<file path="config.mk">
export PLATFORM = sky130hd
export DESIGN_NAME = message_deframe_checksum_check
export DESIGN_NICKNAME = d
export VERILOG_FILES = /design/src/hdl/msgdf_pkg.sv /design/src/hdl/msgdf_out_buf.sv /design/src/hdl/message_deframe_checksum_check.sv
export SDC_FILE = /design/constraint.sdc
export NUM_CORES = 1
export LEC_CHECK = 0
export BUFFER_PORTS_ARGS = -buffer_cell sky130_fd_sc_hd__buf_2
export CAP_MARGIN = 10
export CELL_PAD_IN_SITES_DETAIL_PLACEMENT = 0
export CELL_PAD_IN_SITES_GLOBAL_PLACEMENT = 1
export CORE_ASPECT_RATIO = 0.75
export CORE_MARGIN = 1
export CORE_UTILIZATION = 45
export DETAILED_ROUTE_END_ITERATION = 8
export MAX_ROUTING_LAYER = met4
export PLACE_DENSITY_LB_ADDON = 0.1
export SLEW_MARGIN = 0
export SYNTH_ARGS = -nofsm -noshare
export SYNTH_HDL_FRONTEND = slang
export SYNTH_HIERARCHICAL = 1
export SYNTH_SLANG_ARGS = --single-unit
</file>
<file path="constraint.sdc">
create_clock -name clk -period 9.5 [get_ports clk]
set_input_delay 0.475 -clock clk [delete_from_list [all_inputs] [get_ports clk]]
set_output_delay 0.475 -clock clk [all_outputs]
set_load 0.01 [all_outputs]
</file>
<file path="src/hdl/msgdf_pkg.sv">
// Shared types, codes and helper functions for the message deframe checksum checker.
`default_nettype none

package msgdf_pkg;

  // Result status codes; the first failing check wins, in this order.
  typedef enum logic [2:0] {
    STATUS_OK          = 3'd0,
    STATUS_FEW_PARTS   = 3'd1,
    STATUS_BAD_HEX     = 3'd2,
    STATUS_MISMATCH    = 3'd3,
    STATUS_BAD_CHANNEL = 3'd4
  } status_t;

  // Configuration register indexes.
  typedef enum logic [0:0] {
    REG_SEPARATOR   = 1'b0,
    REG_COMPARE_LOW = 1'b1
  } cfg_reg_t;

  localparam logic [7:0] SEPARATOR_RESET = 8'd58;
  localparam int unsigned CHANNEL_W = 16;
  localparam int unsigned SUM_W     = 32;

  // One result request as it travels through the output buffer.
  typedef struct packed {
    status_t              status;
    logic [CHANNEL_W-1:0] channel_number;
    logic [SUM_W-1:0]     received_sum;
    logic [SUM_W-1:0]     computed_sum;
  } result_t;

  // Decoded hex digit: valid flag and nibble value.
  typedef struct packed {
    logic       valid;
    logic [3:0] value;
  } hex_digit_t;

  function automatic hex_digit_t hex_decode(input logic [7:0] b);
    hex_digit_t d;
    d.valid = 1'b1;
    d.value = 4'd0;
    if (b >= 8'h30 && b <= 8'h39) begin
      d.value = 4'(b - 8'h30);
    end else if (b >= 8'h61 && b <= 8'h66) begin
      d.value = 4'(b - 8'h57);
    end else if (b >= 8'h41 && b <= 8'h46) begin
      d.value = 4'(b - 8'h37);
    end else begin
      d.valid = 1'b0;
    end
    return d;
  endfunction

  function automatic logic is_decimal(input logic [7:0] b);
    return (b >= 8'h30) && (b <= 8'h39);
  endfunction

endpackage

`default_nettype wire

</file>
<file path="src/hdl/msgdf_out_buf.sv">
// Two-entry output buffer (output register plus skid register) for result requests.
`default_nettype none

module msgdf_out_buf
  import msgdf_pkg::*;
(
  input  wire logic    clk,
  input  wire logic    rst,
  input  wire logic    push,
  input  wire result_t push_data,
  output logic         full,
  output logic         out_valid,
  input  wire logic    out_stall,
  output result_t      out_data
);

  logic    main_valid;
  logic    skid_valid;
  result_t main_data;
  result_t skid_data;
  logic    pop;

  assign pop       = main_valid && !out_stall;
  assign out_valid = main_valid;
  assign out_data  = main_data;
  // The producer holds off whenever the skid entry is occupied.
  assign full      = skid_valid;

  always_ff @(posedge clk) begin
    if (rst) begin
      main_valid <= 1'b0;
      skid_valid <= 1'b0;
    end else if (pop) begin
      if (skid_valid) begin
        main_valid <= 1'b1;
        skid_valid <= 1'b0;
      end else begin
        main_valid <= push;
      end
    end else if (push) begin
      if (!main_valid) begin
        main_valid <= 1'b1;
      end else begin
        skid_valid <= 1'b1;
      end
    end
  end

  always_ff @(posedge clk) begin
    if (pop) begin
      if (skid_valid) begin
        main_data <= skid_data;
      end else if (push) begin
        main_data <= push_data;
      end
    end else if (push) begin
      if (!main_valid) begin
        main_data <= push_data;
      end else begin
        skid_data <= push_data;
      end
    end
  end

endmodule

`default_nettype wire

</file>
<file path="src/hdl/message_deframe_checksum_check.sv">
// Top level of the message deframer and checksum checker.
`default_nettype none

// Channel    | Direction | Handshake          | Payload
// -----------+-----------+--------------------+------------------------------------------
// input      | in        | in_valid/in_stall  | data_byte, frame_last
// result     | out       | out_valid/out_stall| status, channel_number, received_sum,
//            |           |                    | computed_sum
// config     | in        | cfg_we             | cfg_index, cfg_data
//
// One byte request is accepted every cycle while in_stall is low; its parse state updates at
// that edge, and on the last byte of a message the result is registered into the output buffer.
// The two-entry output buffer sets the rate: the input stalls only while both its
// output register and its skid register hold results that are not yet taken.
// Reset (rst, synchronous) clears the parse state, empties the output buffer and
// restores the separator to ':' and full 32-bit compare.

module message_deframe_checksum_check
  import msgdf_pkg::*;
#(
  parameter int unsigned MAX_HEX_DIGITS = 8
) (
  input  wire logic                 clk,
  input  wire logic                 rst,
  // Byte input channel.
  input  wire logic                 in_valid,
  output logic                      in_stall,
  input  wire logic [7:0]           data_byte,
  input  wire logic                 frame_last,
  // Result output channel.
  output logic                      out_valid,
  input  wire logic                 out_stall,
  output logic [2:0]                status,
  output logic [CHANNEL_W-1:0]      channel_number,
  output logic [SUM_W-1:0]          received_sum,
  output logic [SUM_W-1:0]          computed_sum,
  // Configuration write port.
  input  wire logic                 cfg_we,
  input  wire logic [0:0]           cfg_index,
  input  wire logic [7:0]           cfg_data
);

  // The digit count saturates one above the maximum to flag an overlong field.
  localparam int unsigned COUNT_W = $clog2(MAX_HEX_DIGITS + 2);
  localparam int unsigned HEX_W   = 4 * MAX_HEX_DIGITS;

  // Configuration registers.
  logic [7:0] separator_byte;
  logic       compare_low16;

  // Parse state.
  logic [SUM_W-1:0]     running_total;
  logic [SUM_W-1:0]     total_at_separator;
  logic [1:0]           separators_seen;
  logic [HEX_W-1:0]     hex_accumulator;
  logic [COUNT_W-1:0]   hex_digit_count;
  logic                 hex_field_bad;
  logic [CHANNEL_W-1:0] channel_accumulator;
  logic                 channel_digit_seen;
  logic                 channel_field_bad;

  logic [SUM_W-1:0]     running_total_next;
  logic [SUM_W-1:0]     total_at_separator_next;
  logic [1:0]           separators_seen_next;
  logic [HEX_W-1:0]     hex_accumulator_next;
  logic [COUNT_W-1:0]   hex_digit_count_next;
  logic                 hex_field_bad_next;
  logic [CHANNEL_W-1:0] channel_accumulator_next;
  logic                 channel_digit_seen_next;
  logic                 channel_field_bad_next;

  logic                 accept;
  logic                 is_separator;
  hex_digit_t           hex_digit;
  logic [CHANNEL_W+3:0] channel_product;
  logic [SUM_W-1:0]     compare_value;
  result_t              result_next;
  result_t              result_out;
  logic                 buf_full;

  assign accept   = in_valid && !in_stall;
  assign in_stall = buf_full;

  // Configuration writes.
  always_ff @(posedge clk) begin
    if (rst) begin
      separator_byte <= SEPARATOR_RESET;
      compare_low16  <= 1'b0;
    end else if (cfg_we) begin
      unique case (cfg_reg_t'(cfg_index))
        REG_SEPARATOR:   separator_byte <= cfg_data;
        REG_COMPARE_LOW: compare_low16  <= cfg_data[0];
        default:         ;
      endcase
    end
  end

  assign is_separator = (data_byte == separator_byte);
  assign hex_digit    = hex_decode(data_byte);

  // Channel times ten plus the new digit, wide enough to show overflow.
  assign channel_product = ({4'd0, channel_accumulator} << 3)
                         + ({4'd0, channel_accumulator} << 1)
                         + (CHANNEL_W + 4)'(data_byte[3:0]);

  // Per-byte update of the parse state.
  always_comb begin
    running_total_next       = running_total + SUM_W'(data_byte);
    total_at_separator_next  = total_at_separator;
    separators_seen_next     = separators_seen;
    hex_accumulator_next     = hex_accumulator;
    hex_digit_count_next     = hex_digit_count;
    hex_field_bad_next       = hex_field_bad;
    channel_accumulator_next = channel_accumulator;
    channel_digit_seen_next  = channel_digit_seen;
    channel_field_bad_next   = channel_field_bad;

    if (is_separator) begin
      // A separator always wins over any digit interpretation of the byte.
      total_at_separator_next = running_total;
      if (separators_seen != 2'd2) begin
        separators_seen_next = separators_seen + 2'd1;
      end
      hex_accumulator_next = '0;
      hex_digit_count_next = '0;
      hex_field_bad_next   = 1'b0;
    end else if (separators_seen == 2'd0) begin
      if (is_decimal(data_byte)) begin
        channel_digit_seen_next = 1'b1;
        if (!channel_field_bad) begin
          if (channel_product[CHANNEL_W+3:CHANNEL_W] != 4'd0) begin
            channel_field_bad_next = 1'b1;
          end else begin
            channel_accumulator_next = channel_product[CHANNEL_W-1:0];
          end
        end
      end else begin
        channel_field_bad_next = 1'b1;
      end
    end else begin
      if (!hex_digit.valid) begin
        hex_field_bad_next = 1'b1;
      end else if (hex_digit_count < COUNT_W'(MAX_HEX_DIGITS)) begin
        hex_accumulator_next = {hex_accumulator[HEX_W-5:0], hex_digit.value};
        hex_digit_count_next = hex_digit_count + COUNT_W'(1);
      end else begin
        hex_digit_count_next = COUNT_W'(MAX_HEX_DIGITS + 1);
        hex_field_bad_next   = 1'b1;
      end
    end
  end

  // Status checks run on the state as it stands after this byte.
  always_comb begin
    compare_value = compare_low16 ? {16'd0, total_at_separator_next[15:0]}
                                  : total_at_separator_next;
    result_next.channel_number = channel_accumulator_next;
    result_next.received_sum   = SUM_W'(hex_accumulator_next);
    result_next.computed_sum   = total_at_separator_next;
    if (separators_seen_next != 2'd2) begin
      result_next.status = STATUS_FEW_PARTS;
    end else if (hex_digit_count_next == '0 || hex_field_bad_next) begin
      result_next.status = STATUS_BAD_HEX;
    end else if (compare_value != SUM_W'(hex_accumulator_next)) begin
      result_next.status = STATUS_MISMATCH;
    end else if (!channel_digit_seen_next || channel_field_bad_next) begin
      result_next.status = STATUS_BAD_CHANNEL;
    end else begin
      result_next.status = STATUS_OK;
    end
  end

  // Parse state registers; the last byte of a message returns them to reset.
  always_ff @(posedge clk) begin
    if (rst || (accept && frame_last)) begin
      running_total       <= '0;
      total_at_separator  <= '0;
      separators_seen     <= '0;
      hex_accumulator     <= '0;
      hex_digit_count     <= '0;
      hex_field_bad       <= 1'b0;
      channel_accumulator <= '0;
      channel_digit_seen  <= 1'b0;
      channel_field_bad   <= 1'b0;
    end else if (accept) begin
      running_total       <= running_total_next;
      total_at_separator  <= total_at_separator_next;
      separators_seen     <= separators_seen_next;
      hex_accumulator     <= hex_accumulator_next;
      hex_digit_count     <= hex_digit_count_next;
      hex_field_bad       <= hex_field_bad_next;
      channel_accumulator <= channel_accumulator_next;
      channel_digit_seen  <= channel_digit_seen_next;
      channel_field_bad   <= channel_field_bad_next;
    end
  end

  msgdf_out_buf u_out_buf (
    .clk       (clk),
    .rst       (rst),
    .push      (accept && frame_last),
    .push_data (result_next),
    .full      (buf_full),
    .out_valid (out_valid),
    .out_stall (out_stall),
    .out_data  (result_out)
  );

  assign status         = result_out.status;
  assign channel_number = result_out.channel_number;
  assign received_sum   = result_out.received_sum;
  assign computed_sum   = result_out.computed_sum;

endmodule

`default_nettype wire

</file>
# Yosys cells after proc, flatten, opt, wreduce, memory -nomap -nowiden
# Index checks and enable logic that the tools add are counted.
[word_totals] register_bits=298 inputBits=23 output_inout_bits=85 word_cells=113
[classes] bitwise=2 eq_ne=5 order_cmp=7 reduce_logical=23 add_sub_neg=8 mux=47
[ops] cell="two-way mux 83 bit" n=5
[ops] cell="two-way mux 32 bit" n=6
[ops] cell="two-way mux 16 bit" n=5
[ops] cell="adder 32 x 8 -> 32 bit" n=1
[ops] cell="inequality test 32 bit" n=1
[ops] cell="two-way mux 4 bit" n=7
[ops] cell="adder 19 x 17 -> 20 bit" n=1
[ops] cell="adder 20 x 4 -> 20 bit" n=1
[ops] cell="two-way mux 1 bit" n=18
[ops] cell=">= comparator 8 x 7 -> 1 bit (second input constant)" n=2
[ops] cell="less-or-equal comparator 8 x 7 -> 1 bit (second input constant)" n=2
[ops] cell="two-way mux 3 bit" n=4
[ops] cell="== test 8 bit" n=1
[ops] cell=">= comparator 8 x 6 -> 1 bit (second input constant)" n=1
[ops] cell="less-or-equal comparator 8 x 6 -> 1 bit (second input constant)" n=1
[ops] cell="subtractor 4 x 3 -> 4 bit (second input constant)" n=2
[ops] cell="logical AND 1 bit" n=6
[ops] cell="inequality test 2 bit (second input constant)" n=3
[ops] cell="AND reduction 2 bit" n=3
[ops] cell="AND reduction 3 bit" n=2
[ops] cell="adder 4 x 1 -> 4 bit (second input constant)" n=1
[ops] cell="zero test 4 bit" n=1
[ops] cell="< comparator 4 bit (second input constant)" n=1
[ops] cell="two-way mux 2 bit" n=2
[ops] cell="other kinds (9)" n=15

# Depth between registers and ports, before layout
# Gate-level depths: netlist (run 1).
[logic_depth] ltp_word=16 ltp_mapped=17 ltp_nobuf=15

# Modules after synthesis
# The synthesis (run 1) kept the hierarchy.
[modules_own_cells] module="message_deframe_checksum_check" seq_area_each_um2=2602.5 n_inst=1 cells_per_inst=1119 area_each_um2=8544.4
[modules_own_cells] module="msgdf_out_buf" seq_area_each_um2=5024.8 n_inst=1 cells_per_inst=270 area_each_um2=6367.4

# Least setup slack after synthesis (run 1)
# No wires, ideal clock.
[synth_timing] kind="input -> register" start="in in_valid" end="reg u_out_buf.main_data (netlist bit u_out_buf/out_data[0]) (enable)" path_stages=5 n_path_buf=1 arrival_ns=5.142 slack_ns=3.806 setup_ns=0.552 required_time_ns=8.948 cell_sequence="nor2b_1 clkbuf_1 and2_1 a21oi_1 a21oi_1"
[synth_via] elab_chain_len=4 elab_cells_between_ends=5 classes_between="reduce/logical (5)"
[synth_rtl] element="start: declaration" line_no="message_deframe_checksum_check.sv:26" text="input wire logic in_valid,"
[synth_rtl] element="logical AND 1 bit *" line_no="message_deframe_checksum_check.sv:81" text="assign accept = in_valid && !in_stall;"
[synth_rtl] element="logical AND 1 bit *" line_no="message_deframe_checksum_check.sv:201" text=".push (accept && frame_last),"
[synth_rtl] element="nonzero test 2 bit (no line)"
[synth_rtl] element="AND reduction 3 bit (no line) *"
[synth_rtl] element="end signal: assignment" line_no="msgdf_out_buf.sv:52" text="main_data <= skid_data;"
[synth_rtl] element="end signal: assignment" line_no="msgdf_out_buf.sv:54" text="main_data <= push_data;"
[synth_rtl] element="end signal: assignment" line_no="msgdf_out_buf.sv:58" text="main_data <= push_data;"
[synth_rtl] element="end: declaration" line_no="msgdf_out_buf.sv:19" text="result_t main_data;"
# Mark *: on every way between the ends. The rest lies on a longest branch, timed or not.
# A chain may end at the register's enable or synchronous reset.

# Worst setup path in the final report (run 1)
[layout_timing] start="reg channel_accumulator[0]" end="reg u_out_buf.main_data (netlist bit u_out_buf/out_data[66]) (data pin)"
[layout_via] elab_chain_len=11 elab_cells_between_ends=13 classes_between="add/sub (2); mux (10); reduce/logical (1)"
[layout_rtl] element="start: declaration" line_no="message_deframe_checksum_check.sv:58" text="logic [CHANNEL_W-1:0] channel_accumulator;"
[layout_rtl] element="start signal: assignment" line_no="message_deframe_checksum_check.sv:192" text="channel_accumulator <= channel_accumulator_next;"
[layout_rtl] element="adder 19 x 17 -> 20 bit *" line_no="message_deframe_checksum_check.sv:103" text="+ ({4'd0, channel_accumulator} << 1)"
[layout_rtl] element="adder 20 x 4 -> 20 bit *" line_no="message_deframe_checksum_check.sv:104" text="+ (CHANNEL_W + 4)'(data_byte[3:0]);"
[layout_rtl] element="nonzero test 4 bit" line_no="message_deframe_checksum_check.sv:131" text="if (channel_product[CHANNEL_W+3:CHANNEL_W] != 4'd0) begin"
[layout_rtl] element="two-way mux 16 bit *" line_no="message_deframe_checksum_check.sv:131"
[layout_rtl] element="two-way mux 16 bit *" line_no="message_deframe_checksum_check.sv:130" text="if (!channel_field_bad) begin"
[layout_rtl] element="two-way mux 16 bit *" line_no="message_deframe_checksum_check.sv:128" text="if (is_decimal(data_byte)) begin"
[layout_rtl] element="two-way mux 16 bit *" line_no="message_deframe_checksum_check.sv:127" text="end else if (separators_seen == 2'd0) begin"
[layout_rtl] element="two-way mux 16 bit *" line_no="message_deframe_checksum_check.sv:118" text="if (is_separator) begin"
[layout_rtl] element="net channel_accumulator_next[2]" line_no="message_deframe_checksum_check.sv:68" text="logic [CHANNEL_W-1:0] channel_accumulator_next;"
[layout_rtl] element="two-way mux 83 bit, on equally long branches" line_no="msgdf_out_buf.sv:57, msgdf_out_buf.sv:53"
[layout_rtl] element="two-way mux 83 bit, on equally long branches" line_no="msgdf_out_buf.sv:56, msgdf_out_buf.sv:51"
[layout_rtl] element="two-way mux 83 bit *" line_no="msgdf_out_buf.sv:50" text="if (pop) begin"
# The timed path passes the listed nets; every way through them passes the cells marked *. The select of a mux whose other input is x is not followed.

==> results by group, run 1 <==
Run status
  • Status: complete, no violations

Routing
  • Wirelength per Cell: 19.7 um
  • ANT nets after route: 0
  • DRT Pass-1 Iters: 6
  • Iter 0 DRT Violations: 848
  • # DRC: 0
  • Drt total wl: 38.3 mm
  • Vias: 10700
  • Vias/cell: 5.53

Synthesis
  • Seq/Total Area, Yosys: 51.1%
  • Syn avg cell area: 10.7 um2
  • Library cells used by synthesis: 74
  • Synth top cells by count: edfxtp_1, nor2_1, dfxtp_1, nand2_1, a21oi_1
  • Asr flop ratio synth: 0%
  • Most common cell in the synthesized netlist: edfxtp_1
  • Area contributors post-synth: edfxtp_1, dfxtp_1, mux2_4
  • Syn Std Cell Area: 14900 um2
  • Syn Nets: 1460
  • Synth Warn #: 6
  • Post-synth top area share: 33.4%
  • FF+latch count, synth: 298
  • Post-synth EDFFs: 166
  • Synthesized instance count: 1389
  • Largest area contributor in the netlist: edfxtp_1
  • Top FF cell, synth: edfxtp_1

Clocking
  • # hold bufs at CTS: 0
  • Root buf cell: clkbuf_16
  • Reg clk slew, reported paths: 60 ps
  • Clock Latency Late Sink: 580 ps
  • Clk sinks: 298
  • H-tree levels: 1
  • Resize count post-CTS: 0
  • Total CTS buffers: 31
  • CTS Buffer Depth: 3
  • Postcts setup bufs: 0
  • TritonCTS clock tree: built

Placed design
  • Dpl hpwl: 25.8 mm
  • Port Buffers: 107
  • Place WS: 4210 ps
  • RD Place Congestion: 0.871

STA
  • Setup TNS: 0 ps
  • Final worst slack: 4570 ps
  • Final worst-path cycle share: 51.8%
  • Slew HR: 18.2%
  • Max-slew violation count: 0
  • Unrepaired setup endpoints after global routing: no
  • Endpoints failing setup: 0
  • Clock Skew: 15.7 ps
  • Least-Margin Pin Slew: 1230 ps
  • Post-route minimum period: 4930 ps
  • Fmax: 0.203 GHz
  • Hold Fails Final Rpt: 0

Global route
  • Largest net degree at the start of global routing: 84
  • Global-route wire length before repair: 60.2 mm
  • Grt total ovfl: 0
  • Initial antenna violation count: 0
  • Vias in the first global route: 10100
  • Total GRT Usage: 23.5%

Critical path
  • WP data arrival: 5250 ps
  • CP Max Fanout: 17
  • CP Class: register to register
  • Critical Path Start Type: register
  • Worst EP required: 9820 ps
  • Critical Path End Type: register

Cells and area
  • Layout cells sized above 1: 19.9%
  • Final core area utilization: 51.8%
  • ANT cells: 0
  • Fin nets: 1544
  • Area growth, synth to finish: 13.0%

Die
  • Die area: 33900 um2
  • Core area: 32500 um2
  • Row cnt: 57
  • Num ports: 108
  • Chip Width: 212 um
  • Die Span Y: 160 um
  • Initial core utilization: 45.9%

Power
  • VDD IR max: 0.116 mV
  • Static Leak: 6.72 nW
  • Pwr Density: 170 nW/um2

Flow run
  • Maxcap violations: 0

Min path
  • Hold Crit Class: input pin to register
## worst paths after layout
| path | startpoint | to | slack (ps) | cells past startpoint |
|---|---|---|---|---|
| setup / recovery | channel_accumulator[0] | u_out_buf/out_data[66] | 4570 | 14 |
| hold / removal | cfg_data[3] | separator_byte[3] | 100 | 2 |
| setup reg to reg | channel_accumulator[0] | u_out_buf/out_data[66] | 4570 | 14 |
| hold reg to reg | hex_accumulator[28] | hex_accumulator[28] | 460 | 2 |
## power breakdown
group          total [W]  switching, W  internal (W)
logic           0.000191      0.000122     0.0000689
registers        0.00141     0.0000211       0.00139
clock network    0.00127      0.000527      0.000742
total            0.00287      0.000670       0.00220
## layout by cell type (no fill, tap or decap), types with 45 or more instances in the layout
cell type,n
o21ai_0,53
dfxtp_1,132
edfxtp_1,166
ha_1,45
a21oi_1,96
mux2_4,70
buf_2,107
nor2_1,149
nand2_1,130
inv_1,60
## area by class of cell
cell class | instances | area (um2)
Timing Repair Buffer | 122 | 648
Sequential cell | 298 | 7630
Inverter | 60 | 225
Clock inverter | 17 | 208
Multi-Input combinational cell | 960 | 6730
Tap cell | 442 | 553
Clock buffer | 41 | 853
Fill cell | 2966 | 15700
## critical path, stage by stage, from the launching register on
cell and delay [ps]:
dfxtp_1 390, inv_1 80, fa_1 500, inv_1 70
fa_1 480, a211oi_1 320, o21ai_0 240, a31o_2 310
a211oi_1 190, o21bai_1 130, o311ai_0 200, nor2_1 220
nand3_1 720, mux2_2 570, mux2_4 260
## per-stage QoR
| stage | instances | total power (W) | cell area (um2) | hold WS, ps |
|---|---|---|---|---|
| floorplan | 1389 | 0.00156 | 14900 | 437 |
| global placement | 1882 | 0.00163 | 15800 | 450 |
| detailed placement | 1882 | 0.00163 | 15800 | 455 |
| CTS | 1940 | 0.00290 | 16800 | 87.5 |
| global route | 1940 | 0.00298 | 16800 | 109 |
| finish | 1940 | 0.00287 | 16800 | 105 |
## logic make-up after synthesis
| kind of cell | share of synthesized area, % |
|---|---|
| simple gates | 13.2 |
| fa+ha+maj | 4.18 |
| mux | 12.0 |
| xor+xnor | 3.41 |
| buf+inv | 3.96 |
| flops | 51.1 |
| compound gates | 12.1 |
## sequential cells by signal, indices dropped and copies added, names as in the netlist
register	count
total_at_separator	32
hex_accumulator	32
separator_byte	8
u_out_buf/out_data	83
u_out_buf/skid_data	83
separators_seen	2
channel_accumulator	16
hex_field_bad	1
compare_low16	1
channel_field_bad	1
u_out_buf/out_valid	1
running_total	32
hex_digit_count	4
u_out_buf/full	1
channel_digit_seen	1
## routing by layer
layer / track usage (%) / vias to the layer above / wire, um
met5: - / - / 0
met1: 36.2 / 5169 / 19600
met2: 31.5 / 283 / 15700
met3: 4.37 / 64 / 2190
met4: 5.07 / 0 / 799
li1: - / 5205 / -
Power figures use the tool's default switching activity.
==> run 2, diff against run 1 <==
==> constraint.sdc (replaced) <==
create_clock -name clk -period 5.01 [get_ports clk]
set_input_delay 0.2505 -clock clk [delete_from_list [all_inputs] [get_ports clk]]
set_output_delay 0.2505 -clock clk [all_outputs]
set_load 0.01 [all_outputs]
==> run 2 against run 1 <==
Effect of this change: worst hold slack worse by 66 ps; critical path type unchanged; first-iteration DRC count is 13% lower; design area is 1.5% higher; register-to-register slack worse by 3900 ps; final cell count is 1.3% higher; combinational power is 96% higher; fmax is 14% higher; sequential power is 89% higher; highest routed layer unchanged; die area stayed put; critical path depth is 1 higher; global-route usage is 1.1 points higher; worst setup slack worse by 3900 ps.
==> results by group, run 2 (synthesis gave the netlist of run 1 again) <==
Run status
  • Status: complete, no violations

Cells and area
  • Fin nets: 1569
  • Final core area utilization: 52.6%
  • Commonest non-fill, non-tap cell in the layout: edfxtp_1
  • Most frequent cells in the layout: edfxtp_1, nor2_1, dfxtp_1, nand2_1, buf_2
  • Area growth, synth to finish: 14.7%
  • Fillers: 2950
  • Layout cells sized above 1: 20.8%

STA
  • Final worst slack: 683 ps
  • Setup TNS: 0 ps
  • Unrepaired setup endpoints after global routing: no
  • Endpoints failing setup: 0
  • Hold Worst Slack: 38.9 ps
  • Clock Skew: 10.8 ps
  • Least-Margin Pin Slew: 1190 ps
  • Post-route minimum period: 4330 ps
  • Final worst-path cycle share: 86.4%
  • Slew HR: 20.4%
  • Max-slew violation count: 0
  • Fmax: 0.231 GHz
  • Hold Fails Final Rpt: 0

Global route
  • Total GRT Usage: 24.7%
  • Largest net degree at the start of global routing: 87
  • Global-route wire length before repair: 62.5 mm
  • Vias in the first global route: 10400
  • Grt total ovfl: 0
  • Initial antenna violation count: 1

Critical path
  • Critical Path Start Type: register
  • WP data arrival: 4650 ps
  • CP Max Fanout: 17
  • Crit-path max cell delay: 500 ps
  • Crit path cell chain: inv_1, fa_1, inv_1, fa_1, a211oi_1, o21ai_0, a31o_2, a211oi_1, o21bai_1, o311ai_0, nor2_1, nand3_1, buf_4, mux2_2, mux2_4
  • Worst EP required: 5330 ps
  • CP Class: register to register
  • Crit-path slowest cell: fa_1
  • Critical Path End Type: register

Clocking
  • TritonCTS clock tree: built
  • Clock Latency Late Sink: 580 ps
  • Root buf cell: clkbuf_16
  • Postcts setup bufs: 0
  • H-tree levels: 1
  • Clk sinks: 298
  • # hold bufs at CTS: 11
  • Total CTS buffers: 31
  • Resize count post-CTS: 0
  • Reg clk slew, reported paths: 60 ps
  • CTS Buffer Depth: 3

Die
  • Num ports: 108
  • Chip Width: 212 um
  • Die Span Y: 160 um
  • Die area: 33900 um2
  • Row cnt: 57
  • Core area: 32500 um2
  • Initial core utilization: 45.9%

Flow run
  • Maxcap violations: 0

Routing
  • Iter 0 DRT Violations: 735
  • ANT nets after route: 0
  • DRT Pass-1 Iters: 5
  • Vias: 10900
  • Vias/cell: 5.55
  • Wirelength per Cell: 20.3 um
  • # DRC: 0
  • Drt total wl: 39.9 mm

Placed design
  • Port Buffers: 107
  • RD Place Congestion: 0.860
  • Dpl hpwl: 27.2 mm
  • Place WS: 569 ps

Min path
  • Hold Crit Class: input pin to register

Power
  • VDD IR max: 0.230 mV
  • Overall power: 0.00550 W
  • Pwr Density: 322 nW/um2
  • Static Leak: 6.85 nW
## run 2: changes by cell type in the layout (fill, tap and decap cells not counted), moves of 3 or more
cell,previous run,this run
clkinv_4,4,1
buf_4,15,28
clkinv_2,3,9
clkinvlp_4,2,6
clkbuf_1,6,1
dlygate4sd3_1,0,11
clkbuf_8,4,0
## run 2: stage by stage
stage | cell area (um2) | instances
after global placement | 15900 | 1896
after global routing | 17100 | 1966
after detailed placement | 15900 | 1896
after floorplan | 14900 | 1389
final | 17100 | 1966
after CTS | 17100 | 1965
## run 2: path summary, 6_finish.rpt
check             slack (ps)                      to  cells past startpoint                    from
setup / recovery         680  u_out_buf/out_data[65]                     15  channel_accumulator[0]
hold / removal            40          u_out_buf/full                      3               out_stall
setup reg to reg         680  u_out_buf/out_data[65]                     15  channel_accumulator[0]
hold reg to reg          460     hex_accumulator[28]                      2     hex_accumulator[28]
## run 2: area by class of cell
type,instances,area (um2),area share (%)
well taps,442,553,3.23
inverters,60,225,1.32
clock buffers,32,779,4.56
multi-input cells,960,6730,39.4
diodes,1,2.50,0.0146
repair buffers,147,876,5.12
flip-flops and latches,298,7630,44.6
clock inverters,26,299,1.75
## run 2: report_power, final
group	switching, W	internal (W)	total, W
clock	0.00101	0.00144	0.00245
combinational	0.000237	0.000138	0.000374
sequential	0.0000391	0.00264	0.00267
## run 2: worst max-delay path, delay by kind of cell (launching register included)
family	cells	cell delay, ps
compound gates	6	1420
buf+inv	3	380
simple gates	2	320
flops	1	400
fa+ha+maj	2	980
mux	2	570
## run 2: layer usage
| metal | vias to the layer above | part of all wire, % | GRT usage [%] |
|---|---|---|---|
| met5 | - | 0 | - |
| met4 | 0 | 1.4 | 4.61 |
| met3 | 43 | 5.7 | 4.09 |
| met2 | 330 | 42 | 34.2 |
| met1 | 5291 | 51 | 37.6 |
| li1 | 5241 | - | - |
